### config.mk
export PLATFORM = sky130hd
export DESIGN_NAME = backslash_escape_codec_flat
export DESIGN_NICKNAME = d
export VERILOG_FILES = /design/src/rtl/core/bec_pkg.sv /design/src/rtl/core/bec_ifs.sv /design/src/rtl/core/backslash_escape_codec.sv /design/src/rtl/core/bec_front.sv /design/src/rtl/core/bec_queue.sv /design/src/rtl/core/bec_back.sv /design/src/flat_wrapper.sv
export SDC_FILE = /design/constraint.sdc
export NUM_CORES = 1
export LEC_CHECK = 0
export BUFFER_PORTS_ARGS = -buffer_cell sky130_fd_sc_hd__buf_2
export CAP_MARGIN = 20
export CORE_MARGIN = 4
export CORE_UTILIZATION = 50
export DETAILED_ROUTE_END_ITERATION = 10
export PLACE_DENSITY = 0.66
export RECOVER_POWER = 25
export REMOVE_ABC_BUFFERS = 1
export SLEW_MARGIN = 15
export SYNTH_ARGS = -nofsm -noshare
export SYNTH_HDL_FRONTEND = slang
export SYNTH_SLANG_ARGS = --single-unit
export TNS_END_PERCENT = 20
### constraint.sdc
create_clock -name clk -period 6.2 [get_ports clk]
set_input_delay 0.31 -clock clk [delete_from_list [all_inputs] [get_ports clk]]
set_output_delay 0.31 -clock clk [all_outputs]
set_load 0.01 [all_outputs]
### src/rtl/core/bec_pkg.sv
// ----------------------------------------------------------------------------
// bec_pkg
// Shared types, character codes and helpers for the backslash escape codec.
// ----------------------------------------------------------------------------
package bec_pkg;

  localparam int unsigned SLOTS = 4;
  localparam int unsigned CNT_W = 3;

  localparam logic [7:0] CH_BSL   = 8'h5C;
  localparam logic [7:0] CH_LF    = 8'h0A;
  localparam logic [7:0] CH_CR    = 8'h0D;
  localparam logic [7:0] CH_TAB   = 8'h09;
  localparam logic [7:0] CH_VT    = 8'h0B;
  localparam logic [7:0] CH_SPACE = 8'h20;
  localparam logic [7:0] CH_TILDE = 8'h7E;
  localparam logic [7:0] CH_PLUS  = 8'h2B;
  localparam logic [7:0] CH_MINUS = 8'h2D;
  localparam logic [7:0] CH_LO_N  = 8'h6E;
  localparam logic [7:0] CH_LO_R  = 8'h72;
  localparam logic [7:0] CH_LO_T  = 8'h74;
  localparam logic [7:0] CH_LO_X  = 8'h78;
  localparam logic [7:0] CH_UP_X  = 8'h58;
  localparam logic [7:0] CH_0     = 8'h30;
  localparam logic [7:0] CH_9     = 8'h39;
  localparam logic [7:0] CH_LO_A  = 8'h61;
  localparam logic [7:0] CH_LO_F  = 8'h66;
  localparam logic [7:0] CH_UP_A  = 8'h41;
  localparam logic [7:0] CH_UP_F  = 8'h46;

  localparam logic MODE_DECODE = 1'b0;
  localparam logic MODE_ENCODE = 1'b1;

  // One accepted item, classified: up to four bytes, a byte count and the end flag.
  // A count of zero with text_end set stands for a bare end marker.
  typedef struct packed {
    logic [SLOTS-1:0][7:0] bytes;
    logic [CNT_W-1:0]      cnt;
    logic                  text_end;
  } bec_bundle_t;

  typedef struct packed {
    logic       ok;
    logic [3:0] val;
  } bec_digit_t;

  function automatic bec_digit_t hex_of(input logic [7:0] c);
    bec_digit_t d;
    d = '{ok: 1'b0, val: 4'h0};
    if (c >= CH_0 && c <= CH_9) begin
      d = '{ok: 1'b1, val: 4'(c - CH_0)};
    end else if (c >= CH_LO_A && c <= CH_LO_F) begin
      d = '{ok: 1'b1, val: 4'(c - CH_LO_A + 8'd10)};
    end else if (c >= CH_UP_A && c <= CH_UP_F) begin
      d = '{ok: 1'b1, val: 4'(c - CH_UP_A + 8'd10)};
    end
    return d;
  endfunction

  function automatic logic is_blank(input logic [7:0] c);
    return (c == CH_SPACE) || (c >= CH_TAB && c <= CH_CR);
  endfunction

  function automatic logic [7:0] read_pair(input logic [7:0] a, input logic [7:0] b);
    bec_digit_t ha;
    bec_digit_t hb;
    logic [7:0] v;
    ha = hex_of(a);
    hb = hex_of(b);
    v  = 8'h00;
    if (ha.ok) begin
      v = hb.ok ? {ha.val, hb.val} : {4'h0, ha.val};
    end else if (is_blank(a) || a == CH_PLUS) begin
      v = hb.ok ? {4'h0, hb.val} : 8'h00;
    end else if (a == CH_MINUS) begin
      v = hb.ok ? (8'h00 - {4'h0, hb.val}) : 8'h00;
    end
    return v;
  endfunction

  function automatic logic [7:0] hex_char(input logic [3:0] n);
    return (n < 4'd10) ? (CH_0 + {4'h0, n}) : (CH_LO_A + {4'h0, n} - 8'd10);
  endfunction

endpackage

### src/rtl/core/bec_ifs.sv
// ----------------------------------------------------------------------------
// bec_ifs
// Valid/ready channels of the escape codec: input text, result and mode write.
// ----------------------------------------------------------------------------
interface bec_in_if;
  logic       valid;
  logic       ready;
  logic [7:0] in_byte;
  logic       text_end;

  modport source (output valid, in_byte, text_end, input ready);
  modport sink   (input valid, in_byte, text_end, output ready);
endinterface

interface bec_out_if;
  logic       valid;
  logic       ready;
  logic [7:0] out_byte;
  logic       byte_valid;
  logic       run_last;
  logic       text_done;

  modport source (output valid, out_byte, byte_valid, run_last, text_done, input ready);
  modport sink   (input valid, out_byte, byte_valid, run_last, text_done, output ready);
endinterface

interface bec_cfg_if;
  logic valid;
  logic ready;
  logic mode;

  modport source (output valid, mode, input ready);
  modport sink   (input valid, mode, output ready);
endinterface

### src/rtl/core/backslash_escape_codec.sv
// ----------------------------------------------------------------------------
// backslash_escape_codec
// Byte-stream codec for C-style backslash escapes, decode or encode by mode.
// ----------------------------------------------------------------------------
// The input side takes one text byte per cycle whenever the bundle queue has
// room; the front classifies it in the cycle it is accepted. The result side
// gives one result per cycle while the output is ready: each result byte of an
// item in turn, or a single result with byte_valid low for a bare end marker;
// the output port sets the sustained rate, one byte per cycle for plain text.
// Each item is queued at the accepting edge and then loaded from the queue head
// into the output register. Write mode only while idle; a mode write drops
// any open escape.
module backslash_escape_codec
  import bec_pkg::*;
#(
  parameter int unsigned QUEUE_DEPTH = 4
) (
  input  logic     clk,
  input  logic     rst_n,
  bec_in_if.sink   in_ch,
  bec_out_if.source out_ch,
  bec_cfg_if.sink  cfg_ch
);

  logic        push, push_ready, q_valid, q_pop;
  bec_bundle_t push_data, q_data;

  bec_front u_front (
    .clk        (clk),
    .rst_n      (rst_n),
    .in_valid   (in_ch.valid),
    .in_ready   (in_ch.ready),
    .in_byte    (in_ch.in_byte),
    .text_end   (in_ch.text_end),
    .cfg_valid  (cfg_ch.valid),
    .cfg_ready  (cfg_ch.ready),
    .cfg_mode   (cfg_ch.mode),
    .push       (push),
    .push_ready (push_ready),
    .push_data  (push_data)
  );

  bec_queue #(
    .DEPTH (QUEUE_DEPTH)
  ) u_queue (
    .clk        (clk),
    .rst_n      (rst_n),
    .push       (push),
    .push_ready (push_ready),
    .push_data  (push_data),
    .pop_valid  (q_valid),
    .pop        (q_pop),
    .pop_data   (q_data)
  );

  bec_back u_back (
    .clk        (clk),
    .rst_n      (rst_n),
    .q_valid    (q_valid),
    .q_pop      (q_pop),
    .q_data     (q_data),
    .out_valid  (out_ch.valid),
    .out_ready  (out_ch.ready),
    .out_byte   (out_ch.out_byte),
    .byte_valid (out_ch.byte_valid),
    .run_last   (out_ch.run_last),
    .text_done  (out_ch.text_done)
  );

endmodule

### src/rtl/core/bec_front.sv
// ----------------------------------------------------------------------------
// bec_front
// Accept text items, track the escape state and classify each item into a
// bundle of up to four result bytes.
// ----------------------------------------------------------------------------
module bec_front
  import bec_pkg::*;
(
  input  logic        clk,
  input  logic        rst_n,
  input  logic        in_valid,
  output logic        in_ready,
  input  logic [7:0]  in_byte,
  input  logic        text_end,
  input  logic        cfg_valid,
  output logic        cfg_ready,
  input  logic        cfg_mode,
  output logic        push,
  input  logic        push_ready,
  output bec_bundle_t push_data
);

  localparam logic [1:0] PH_PLAIN = 2'd0;
  localparam logic [1:0] PH_BSL   = 2'd1;
  localparam logic [1:0] PH_X     = 2'd2;
  localparam logic [1:0] PH_HEX   = 2'd3;

  logic       mode_r;
  logic [1:0] phase_r, phase_nxt;
  logic [7:0] held_x_r, held_x_nxt;
  logic [7:0] held_hex_r, held_hex_nxt;
  logic       accept;
  logic [7:0] pair_val;
  bec_bundle_t bnd;

  assign in_ready  = push_ready;
  assign cfg_ready = 1'b1;
  assign accept    = in_valid && in_ready;
  assign pair_val  = read_pair(held_hex_r, in_byte);

  always_comb begin
    bnd          = '0;
    bnd.text_end = text_end;
    phase_nxt    = phase_r;
    held_x_nxt   = held_x_r;
    held_hex_nxt = held_hex_r;
    if (mode_r == MODE_ENCODE) begin
      priority if (in_byte == CH_LF) begin
        bnd.bytes[0] = CH_BSL; bnd.bytes[1] = CH_LO_N; bnd.cnt = 3'd2;
      end else if (in_byte == CH_CR) begin
        bnd.bytes[0] = CH_BSL; bnd.bytes[1] = CH_LO_R; bnd.cnt = 3'd2;
      end else if (in_byte == CH_TAB) begin
        bnd.bytes[0] = CH_BSL; bnd.bytes[1] = CH_LO_T; bnd.cnt = 3'd2;
      end else if (in_byte == CH_BSL) begin
        bnd.bytes[0] = CH_BSL; bnd.bytes[1] = CH_BSL; bnd.cnt = 3'd2;
      end else if (in_byte >= CH_SPACE && in_byte <= CH_TILDE) begin
        bnd.bytes[0] = in_byte; bnd.cnt = 3'd1;
      end else begin
        bnd.bytes[0] = CH_BSL;
        bnd.bytes[1] = CH_LO_X;
        bnd.bytes[2] = hex_char(in_byte[7:4]);
        bnd.bytes[3] = hex_char(in_byte[3:0]);
        bnd.cnt      = 3'd4;
      end
    end else begin
      unique case (phase_r)
        PH_PLAIN: begin
          if (in_byte == CH_BSL) begin
            phase_nxt = PH_BSL;
          end else if (in_byte != 8'h00) begin
            bnd.bytes[0] = in_byte; bnd.cnt = 3'd1;
          end
        end
        PH_BSL: begin
          phase_nxt = PH_PLAIN;
          priority if (in_byte == CH_LO_N) begin
            bnd.bytes[0] = CH_LF; bnd.cnt = 3'd1;
          end else if (in_byte == CH_LO_R) begin
            bnd.bytes[0] = CH_CR; bnd.cnt = 3'd1;
          end else if (in_byte == CH_LO_T) begin
            bnd.bytes[0] = CH_TAB; bnd.cnt = 3'd1;
          end else if (in_byte == CH_BSL) begin
            bnd.bytes[0] = CH_BSL; bnd.cnt = 3'd1;
          end else if (in_byte == CH_LO_X || in_byte == CH_UP_X) begin
            held_x_nxt = in_byte;
            phase_nxt  = PH_X;
          end else begin
            bnd.bytes[0] = CH_BSL;
            bnd.bytes[1] = in_byte;
            bnd.cnt      = (in_byte != 8'h00) ? 3'd2 : 3'd1;
          end
        end
        PH_X: begin
          held_hex_nxt = in_byte;
          phase_nxt    = PH_HEX;
        end
        PH_HEX: begin
          phase_nxt = PH_PLAIN;
          if (pair_val != 8'h00) begin
            bnd.bytes[0] = pair_val; bnd.cnt = 3'd1;
          end
        end
        default: phase_nxt = PH_PLAIN;
      endcase
      // flush an escape cut off by the end of the text
      if (text_end && phase_nxt != PH_PLAIN) begin
        bnd.bytes[0] = CH_BSL;
        bnd.cnt      = 3'd1;
        if (phase_nxt == PH_X || phase_nxt == PH_HEX) begin
          bnd.bytes[1] = held_x_nxt;
          bnd.cnt      = 3'd2;
        end
        if (phase_nxt == PH_HEX && held_hex_nxt != 8'h00) begin
          bnd.bytes[2] = held_hex_nxt;
          bnd.cnt      = 3'd3;
        end
        phase_nxt = PH_PLAIN;
      end
    end
  end

  assign push      = accept && (bnd.cnt != 3'd0 || text_end);
  assign push_data = bnd;

  always_ff @(posedge clk) begin
    if (!rst_n) begin
      mode_r     <= MODE_DECODE;
      phase_r    <= PH_PLAIN;
      held_x_r   <= 8'h00;
      held_hex_r <= 8'h00;
    end else if (cfg_valid && cfg_ready) begin
      mode_r  <= cfg_mode;
      phase_r <= PH_PLAIN;
    end else if (accept) begin
      phase_r    <= phase_nxt;
      held_x_r   <= held_x_nxt;
      held_hex_r <= held_hex_nxt;
    end
  end

endmodule

### src/rtl/core/bec_queue.sv
// ----------------------------------------------------------------------------
// bec_queue
// Short first-in first-out queue of classified bundles between front and back.
// ----------------------------------------------------------------------------
module bec_queue
  import bec_pkg::*;
#(
  parameter int unsigned DEPTH = 4
) (
  input  logic        clk,
  input  logic        rst_n,
  input  logic        push,
  output logic        push_ready,
  input  bec_bundle_t push_data,
  output logic        pop_valid,
  input  logic        pop,
  output bec_bundle_t pop_data
);

  localparam int unsigned PW = (DEPTH > 1) ? $clog2(DEPTH) : 1;
  localparam int unsigned CW = $clog2(DEPTH + 1);

  bec_bundle_t    mem_r [DEPTH];
  logic [PW-1:0]  wr_ptr_r, rd_ptr_r;
  logic [CW-1:0]  count_r;
  logic           do_push, do_pop;

  assign push_ready = (count_r != CW'(DEPTH));
  assign pop_valid  = (count_r != '0);
  assign pop_data   = mem_r[rd_ptr_r];
  assign do_push    = push && push_ready;
  assign do_pop     = pop && pop_valid;

  function automatic logic [PW-1:0] wrap_inc(input logic [PW-1:0] p);
    return (p == PW'(DEPTH - 1)) ? '0 : p + 1'b1;
  endfunction

  always_ff @(posedge clk) begin
    if (do_push) begin
      mem_r[wr_ptr_r] <= push_data;
    end
  end

  always_ff @(posedge clk) begin
    if (!rst_n) begin
      wr_ptr_r <= '0;
      rd_ptr_r <= '0;
      count_r  <= '0;
    end else begin
      if (do_push) begin
        wr_ptr_r <= wrap_inc(wr_ptr_r);
      end
      if (do_pop) begin
        rd_ptr_r <= wrap_inc(rd_ptr_r);
      end
      if (do_push && !do_pop) begin
        count_r <= count_r + 1'b1;
      end else if (do_pop && !do_push) begin
        count_r <= count_r - 1'b1;
      end
    end
  end

endmodule

### src/rtl/core/bec_back.sv
// ----------------------------------------------------------------------------
// bec_back
// Walk the head bundle one byte per cycle, while the output can take it, into a registered result stage.
// ----------------------------------------------------------------------------
module bec_back
  import bec_pkg::*;
(
  input  logic        clk,
  input  logic        rst_n,
  input  logic        q_valid,
  output logic        q_pop,
  input  bec_bundle_t q_data,
  output logic        out_valid,
  input  logic        out_ready,
  output logic [7:0]  out_byte,
  output logic        byte_valid,
  output logic        run_last,
  output logic        text_done
);

  logic [1:0] idx_r;
  logic       valid_r;
  logic [7:0] byte_r;
  logic       bvalid_r, last_r, done_r;
  logic       adv, marker, last;

  assign adv    = q_valid && (!valid_r || out_ready);
  assign marker = (q_data.cnt == '0);
  assign last   = marker || ({1'b0, idx_r} == q_data.cnt - 1'b1);
  assign q_pop  = adv && last;

  always_ff @(posedge clk) begin
    if (adv) begin
      byte_r   <= marker ? 8'h00 : q_data.bytes[idx_r];
      bvalid_r <= !marker;
      last_r   <= last;
      done_r   <= last && q_data.text_end;
    end
  end

  always_ff @(posedge clk) begin
    if (!rst_n) begin
      valid_r <= 1'b0;
      idx_r   <= '0;
    end else if (adv) begin
      valid_r <= 1'b1;
      idx_r   <= last ? '0 : idx_r + 1'b1;
    end else if (out_ready) begin
      valid_r <= 1'b0;
    end
  end

  assign out_valid  = valid_r;
  assign out_byte   = byte_r;
  assign byte_valid = bvalid_r;
  assign run_last   = last_r;
  assign text_done  = done_r;

endmodule
### src/flat_wrapper.sv
// flat-port wrapper written by rule: the top's interface ports become plain ports
module backslash_escape_codec_flat import bec_pkg::*;
#(
  parameter int unsigned QUEUE_DEPTH = 4
)
  (clk, rst_n, in_ch_valid, in_ch_in_byte, in_ch_text_end, in_ch_ready, out_ch_valid, out_ch_out_byte, out_ch_byte_valid, out_ch_run_last, out_ch_text_done, out_ch_ready, cfg_ch_valid, cfg_ch_mode, cfg_ch_ready);
  bec_in_if in_ch_i ();
  bec_out_if out_ch_i ();
  bec_cfg_if cfg_ch_i ();
  input  logic clk;
  input  logic rst_n;
  input wire logic [$bits(in_ch_i.valid)-1:0] in_ch_valid;
  input wire logic [$bits(in_ch_i.in_byte)-1:0] in_ch_in_byte;
  input wire logic [$bits(in_ch_i.text_end)-1:0] in_ch_text_end;
  output wire logic [$bits(in_ch_i.ready)-1:0] in_ch_ready;
  output wire logic [$bits(out_ch_i.valid)-1:0] out_ch_valid;
  output wire logic [$bits(out_ch_i.out_byte)-1:0] out_ch_out_byte;
  output wire logic [$bits(out_ch_i.byte_valid)-1:0] out_ch_byte_valid;
  output wire logic [$bits(out_ch_i.run_last)-1:0] out_ch_run_last;
  output wire logic [$bits(out_ch_i.text_done)-1:0] out_ch_text_done;
  input wire logic [$bits(out_ch_i.ready)-1:0] out_ch_ready;
  input wire logic [$bits(cfg_ch_i.valid)-1:0] cfg_ch_valid;
  input wire logic [$bits(cfg_ch_i.mode)-1:0] cfg_ch_mode;
  output wire logic [$bits(cfg_ch_i.ready)-1:0] cfg_ch_ready;
  assign in_ch_i.valid = in_ch_valid;
  assign in_ch_i.in_byte = in_ch_in_byte;
  assign in_ch_i.text_end = in_ch_text_end;
  assign in_ch_ready = in_ch_i.ready;
  assign out_ch_valid = out_ch_i.valid;
  assign out_ch_out_byte = out_ch_i.out_byte;
  assign out_ch_byte_valid = out_ch_i.byte_valid;
  assign out_ch_run_last = out_ch_i.run_last;
  assign out_ch_text_done = out_ch_i.text_done;
  assign out_ch_i.ready = out_ch_ready;
  assign cfg_ch_i.valid = cfg_ch_valid;
  assign cfg_ch_i.mode = cfg_ch_mode;
  assign cfg_ch_ready = cfg_ch_i.ready;
  backslash_escape_codec #(.QUEUE_DEPTH(QUEUE_DEPTH)) u_core (.clk(clk), .rst_n(rst_n), .in_ch(in_ch_i), .out_ch(out_ch_i), .cfg_ch(cfg_ch_i));
endmodule
# Word level (Yosys, flattened, before mapping)

Memory sizes are Yosys's and may differ from the RTL's. A register that Yosys moved wholly into a read port is not among the register bits.
Index checks and enable logic that the tools add are counted.

Memory bits (writable): 144
Memories: 1
Bits in registers: 40
Logic and storage cells: 199

Muxes and demuxes: 76
$add $sub $neg: 23
Equality and inequality tests: 21
Order comparisons: 19
Bitwise gates (word level): 3
Reductions and logical operators: 43

Memory list:

| name                 | words | bits a word | read ports | clocked after memory_dff | wr ports | line            | source |
|---|---|---|---|---|---|---|---|
| u_core.u_queue.mem_r | 4     | 36          | 1          | 1                        | 1        | bec_queue.sv:23 | `bec_bundle_t mem_r [DEPTH];` |

Operators with widths:

| cell                | number |
|---|---|
| $mux 8              | 24 |
| $mux 19             | 5 |
| $mux 11             | 8 |
| $mux 16             | 4 |
| $mux 27             | 2 |
| $eq 8x7->1 const B  | 6 |
| $le 8x7->1 const B  | 5 |
| $pmux 11 s3         | 1 |
| $ge 8x7->1 const B  | 4 |
| $mux 2              | 15 |
| $mux 5              | 6 |
| $eq 8x4->1 const B  | 3 |
| $eq 8x6->1 const B  | 3 |
| $ge 8x6->1 const B  | 3 |
| $mux 24             | 1 |
| $reduce_bool 8->1   | 3 |
| $sub 4x1->4 const B | 6 |
| $logic_and 1x1->1   | 19 |
| $add 4x4->4 const B | 4 |
| $add 7x4->8 const A | 2 |
| $bmux 8 s2          | 1 |
| $le 8x6->1 const B  | 2 |
| $sub 8x4->8 const B | 2 |
| $add 6x4->7 const A | 2 |
| 26 further kinds    | 54 |

# Logic depth before layout (Yosys ltp)

Depth in word-level cells: 23
Mapped depth: 19

# Hierarchy

A second synthesis with hierarchy kept.

Cells, all modules: 662
Area, all modules: 9,066.2 µm²

By module, submodules not included:

| module    | cells each | instances | area an instance (µm²) |
|---|---|---|---|
| bec_queue | 239        | 1         | 5,681.7 |
| bec_front | 367        | 1         | 2,573.7 |
| bec_back  | 56         | 1         | 810.8 |

# Worst setup path after synthesis

Ideal clock, no wire load.

Path type: input to register
Start point: input in_ch_in_byte[1]
End point: register u_core.u_queue.count_r[2]
Stages: 19
Setup time: 0.076 ns
Arrival: 4.648 ns
Buffers on the path: 1
Path slack: 1.476 ns
Path through: clkbuf_1 -> inv_1 -> ha_1 -> or4b_4 -> and3_1 -> a32o_2 -> o21bai_1 -> a22oi_1 -> ha_1 -> a31oi_1 -> or4b_4 -> a2111oi_4 -> a21boi_2 -> ha_1 -> inv_1 -> fa_1 -> xor2_1 -> or3_1 -> a21boi_0

Longest elaborated chain between the ends: 22
Elaborated cells between the ends (all ways): 84
Those cells by class: 6 x add/sub; 8 x order compare; 11 x eq/ne; 39 x mux; 20 x reduce/logical

Ends and longest elaborated chain:

| element                                      | line                           | source |
|---|---|---|
| from (decl)                                  | flat_wrapper.sv:13             | `input wire logic [$bits(in_ch_i.in_byte)-1:0] in_ch_in_byte;` |
| $sub 4x1->4 (tied with other cells)          | bec_pkg.sv:53, bec_pkg.sv:55   |  |
| $add 4x4->4 (tied with other cells)          | bec_pkg.sv:53, bec_pkg.sv:55   |  |
| $mux 5 / $mux 2 (equally long branches)      | bec_pkg.sv:54, bec_front.sv:84 |  |
| $mux 5 / $mux 2 (equally long branches)      | bec_pkg.sv:52, bec_front.sv:82 |  |
| $mux 5 / $mux 2 (equally long branches)      | bec_pkg.sv:50, bec_front.sv:80 |  |
| $sub 1x4->5 / $mux 2 (equally long branches) | bec_pkg.sv:76, bec_front.sv:78 |  |
| $mux 8 / $mux 2 (equally long branches)      | bec_pkg.sv:76, bec_front.sv:76 |  |
| $mux 8 / $pmux 2 s4 (equally long branches)  | bec_pkg.sv:75, bec_front.sv:66 |  |
| (+7 left out)                                | --                             |  |
| $reduce_bool 3->1 *                          | bec_front.sv:122               | `assign push = accept && (bnd.cnt != 3'd0 \|\| text_end);` |
| $logic_or 1x1->1 *                           | bec_front.sv:122               |  |
| $logic_and 1x1->1 *                          | bec_front.sv:122               |  |
| $logic_and 1x1->1 *                          | bec_queue.sv:31                | `assign do_push = push && push_ready;` |
| net u_core.u_queue.do_push                   | bec_queue.sv:26                | `logic do_push, do_pop;` |
| $logic_not 1->1                              | bec_queue.sv:58                | `end else if (do_pop && !do_push) begin` |
| $logic_and 1x1->1                            | bec_queue.sv:58                |  |
| $reduce_bool 2->1 (no line)                  | --                             |  |
| to (signal assigned)                         | bec_queue.sv:57                | `count_r <= count_r + 1'b1;` |
| to (signal assigned)                         | bec_queue.sv:59                | `count_r <= count_r - 1'b1;` |
| to (decl)                                    | bec_queue.sv:25                | `logic [CW-1:0] count_r;` |

Mark *: on every way through the listed nets, which the timed path passes. The rest lies on a longest branch. The select of a mux whose other input is x is not followed.
A chain may end at the register's enable or synchronous reset.

# Worst setup path after layout

Start point: input in_ch_in_byte[0]
End point: register u_core.u_queue.count_r[2]

The elaborated chain is that of the path after synthesis.

==> flow_summary.json <==
{
  "outcome": "finished, violations left",
  "violations": "max-capacitance violations, max-slew violations",
  "slew_violations": 16,
  "drc": 0,
  "antenna_found_initial": 0,
  "netlist_area_um2": 9080,
  "cp_common_cell": "ha_1",
  "synth_async_sr_flop_share_pct": 0,
  "wl_per_cell_um": 22.5,
  "grt_use_total_pct": 22.0,
  "yosys.area.top_type": "edfxtp_1",
  "hold_slack_ps": 163,
  "critPathSlowestCell": "or4b_4",
  "clk_pin_slew_worst_paths_ps": 70,
  "drtPass1Iterations": 5,
  "leakagePower_nw": 3.35,
  "critPathBufInv": 3,
  "cts_tree": "yes",
  "rr_endpoint": "u_core.u_queue.count_r[2]$_SDFFE_PN0P_",
  "cts_buffer_depth": 2,
  "tns_ps": 0,
  "fmax_mhz": 197,
  "powerDensity_nw_per_um2": 351,
  "cp.arrival_ps": 5410,
  "setup_violations": 0,
  "max-cap-violations": 1,
  "io_pins": 29,
  "cts_setup_buffers": 0,
  "timing.final.ws_setup_ps": 1130,
  "worst_slew_pin_slew_ps": 1780,
  "routed-via-count": 6028,
  "rr_worst_depth": 15,
  "rsz0062_at_grt": "false",
  "cts-root-buf": "clkbuf_16",
  "antennaDiodeCount": 0,
  "syn_to_final_growth_pct": 9.15,
  "fp.coreArea_um2": 17900,
  "min_period_ps": 5070,
  "synthTopCellsByArea": "edfxtp_1 (50%), mux4_2 (10%), dfxtp_1 (6.8%), ha_1 (3.2%), nor2_1 (1.8%)",
  "syn_avg_cell_area_um2": 13.0,
  "dieArea_um2": 20400,
  "skew_ps": 14.2,
  "critical_path.max_fanout": 15,
  "hold_violations": 0,
  "crit_chain": "clkbuf_1 > inv_1 > ha_1 > or4b_4 > and3_1 > a32o_2 > o21bai_1 > a22oi_1 > ha_1 > a31oi_1 > or4b_4 > a2111oi_4 > a21boi_2 > ha_1 > inv_1 > fa_1 > xor2_1 > or3_1 > a21boi_0",
  "rr_startpoint": "u_core.u_front.held_hex_r[1]$_SDFFE_PN0P_",
  "critPathLaunch": "in_ch_in_byte[0]",
  "critPathKind": "primary input to register",
  "ys.warnings.count": 0,
  "ir_drop_mv": 0.209,
  "grt_pass1_vias": 6006,
  "p_total_w": 0.00348,
  "die_w_um": 143,
  "slowest_delay_ps": 540,
  "yosys-top-cells-count": "edfxtp_1 (151), nor2_1 (44), nand2_1 (43)",
  "post-route-period-util_pct": 81.8,
  "dp_hpwl_mm": 14.4,
  "r2r_setup_slack_ps": 1750,
  "timing.slew.headroom_pct": -18.7,
  "rows": 49,
  "drive_gt1_share_pct": 15.0,
  "yosysUniqueCellTypes": 77,
  "synth_edf_count": 151,
  "ys_ff_latch": 182,
  "drt_iter0_drc": 639,
  "h-tree-depth": 4,
  "cts-buffers-inserted": 17,
  "grt_pass1_wl_mm": 34.4,
  "cp-start-kind": "primary input",
  "synthFlopType": "edfxtp_1",
  "grt_remaining_overflow": 0,
  "dp_cells": 924,
  "io_buffers": 27,
  "postCtsHoldBufs": 0,
  "cp-end-kind": "register",
  "cts.sinks": 182,
  "nets": 753,
  "hold_path.class": "primary input to register",
  "totalWireLength_mm": 21.5,
  "cp.required_ps": 6530,
  "setup.worst_path.end": "u_core.u_queue.count_r[2]$_SDFFE_PN0P_",
  "ctsResizeCount": 0,
  "routabilityCongestion": 0.955,
  "instances_no_fill": 955,
  "synth.most_common_cell": "edfxtp_1",
  "start_util_pct": 50.7,
  "grt_start_max_net_pins": 36,
  "holdCritStartpoint": "out_ch_ready",
  "cp.depth": 19,
  "insertion_delay_ps": 430,
  "synth_top_area_share_pct": 49.9,
  "dp_slack_ps": 901,
  "cp_top_family": "compound AO/OA/AOI/OAI gates",
  "ant_nets": 0,
  "die_h_um": 143,
  "post_synth_inst_count": 698,
  "routed_via_density": 6.31,
  "ys_seq_area_share_pct": 56.8
}
## stage by stage
step | cell area [um2] | utilization [%]
final | 9910 | 55.4
after global routing | 9910 | 55.4
after CTS | 9940 | 55.5
after detailed placement | 9410 | 52.6
after global placement | 9410 | 52.6
after floorplan | 8910 | -
## cells by family after synthesis
logic type               share of synthesized area (%)
XOR/XNOR                                         0.868
flip-flops                                        56.8
AO/OA/AOI/OAI                                     12.3
AND/OR/NAND/NOR                                   12.0
adder cells (fa/ha/maj)                           3.39
other                                           0.0413
buffers and inverters                             2.98
multiplexers                                      11.6
## where the power goes
group          internal, W  switching [W]
clock network     0.000515       0.000463
registers          0.00160      0.0000919
logic             0.000357       0.000457
total              0.00247        0.00101
## sequential cells by signal, indices dropped and copies added, names as in the netlist, named ones only
name and flops:
u_core.u_front.held_hex_r 8, u_core.u_front.held_x_r 8, u_core.u_front.phase_r 2, u_core.u_back.run_last 1, u_core.u_back.byte_valid 1, u_core.u_back.out_valid 1
u_core.u_back.text_done 1, u_core.u_back.out_byte 8, u_core.u_queue.count_r 3, u_core.u_back.idx_r 2, u_core.u_queue.rd_ptr_r 2, u_core.u_queue.wr_ptr_r 2
u_core.u_queue.mem_r 140, u_core.u_front.mode_r 1
## final cells by class
cell class,count,area (um2)
Timing Repair Buffer,37,184
Multi-Input combinational cell,449,3650
Inverter,27,101
Clock buffer,17,425
Tap cell,229,287
Sequential cell,182,5150
Clock inverter,14,104
Fill cell,1457,7990
## worst min-delay path, stage by stage
cell and delay, ps:
buf_2 80, inv_1 40, nand2_1 50, a21boi_0 60
## how the worst min path moves through the flow
stage	endpoint	slack, ps	cells after the start
3_3_place_gp	u_core.u_front.held_x_r[6]$_SDFFE_PN0P_	450	2
6_report	u_core.u_back.out_valid$_SDFFE_PN0P_	160	4
2_1_floorplan	u_core.u_queue.mem_r[0][0]$_DFFE_PP_	410	0
3_5_place_dp	u_core.u_front.held_x_r[6]$_SDFFE_PN0P_	470	2
5_1_grt	u_core.u_front.mode_r$_SDFFE_PN0P_	170	3
4_1_cts	u_core.u_back.out_valid$_SDFFE_PN0P_	160	4
## layer usage
layer,track usage (%),vias up,part of all wire (%)
li1,-,2731,-
met1,31.1,3021,45
met2,35.9,236,49
met3,3.18,40,4.7
met4,6.35,0,2.0
met5,0,-,0
## layout by cell type, fill, tap and decap left out, types with 4 or more instances in the layout
cell          n
edfxtp_1    151
and2_1       13
o21bai_1      4
clkbuf_16    17
a22oi_1       5
inv_1        24
a21oi_1      31
nand2b_1      4
mux2i_1      11
o22a_1        5
o211ai_1      6
or3_1         4
dfxtp_1      31
a22o_1        5
and3_1       13
clkbuf_1     17
and3b_1       4
clkinv_2      5
nor3b_1       4
a31oi_1       9
a21boi_0     13
o21ai_0      23
buf_4         8
nor2_1       44
o22ai_1       5
buf_2        12
a21o_1        4
a211o_1       4
xnor2_1       6
nor3_1       11
mux4_2       42
clkinvlp_4    4
nor2b_1      25
nand3_1      19
ha_1         23
a211oi_1      4
nand2_1      43
Power figures use the tool's default switching activity.
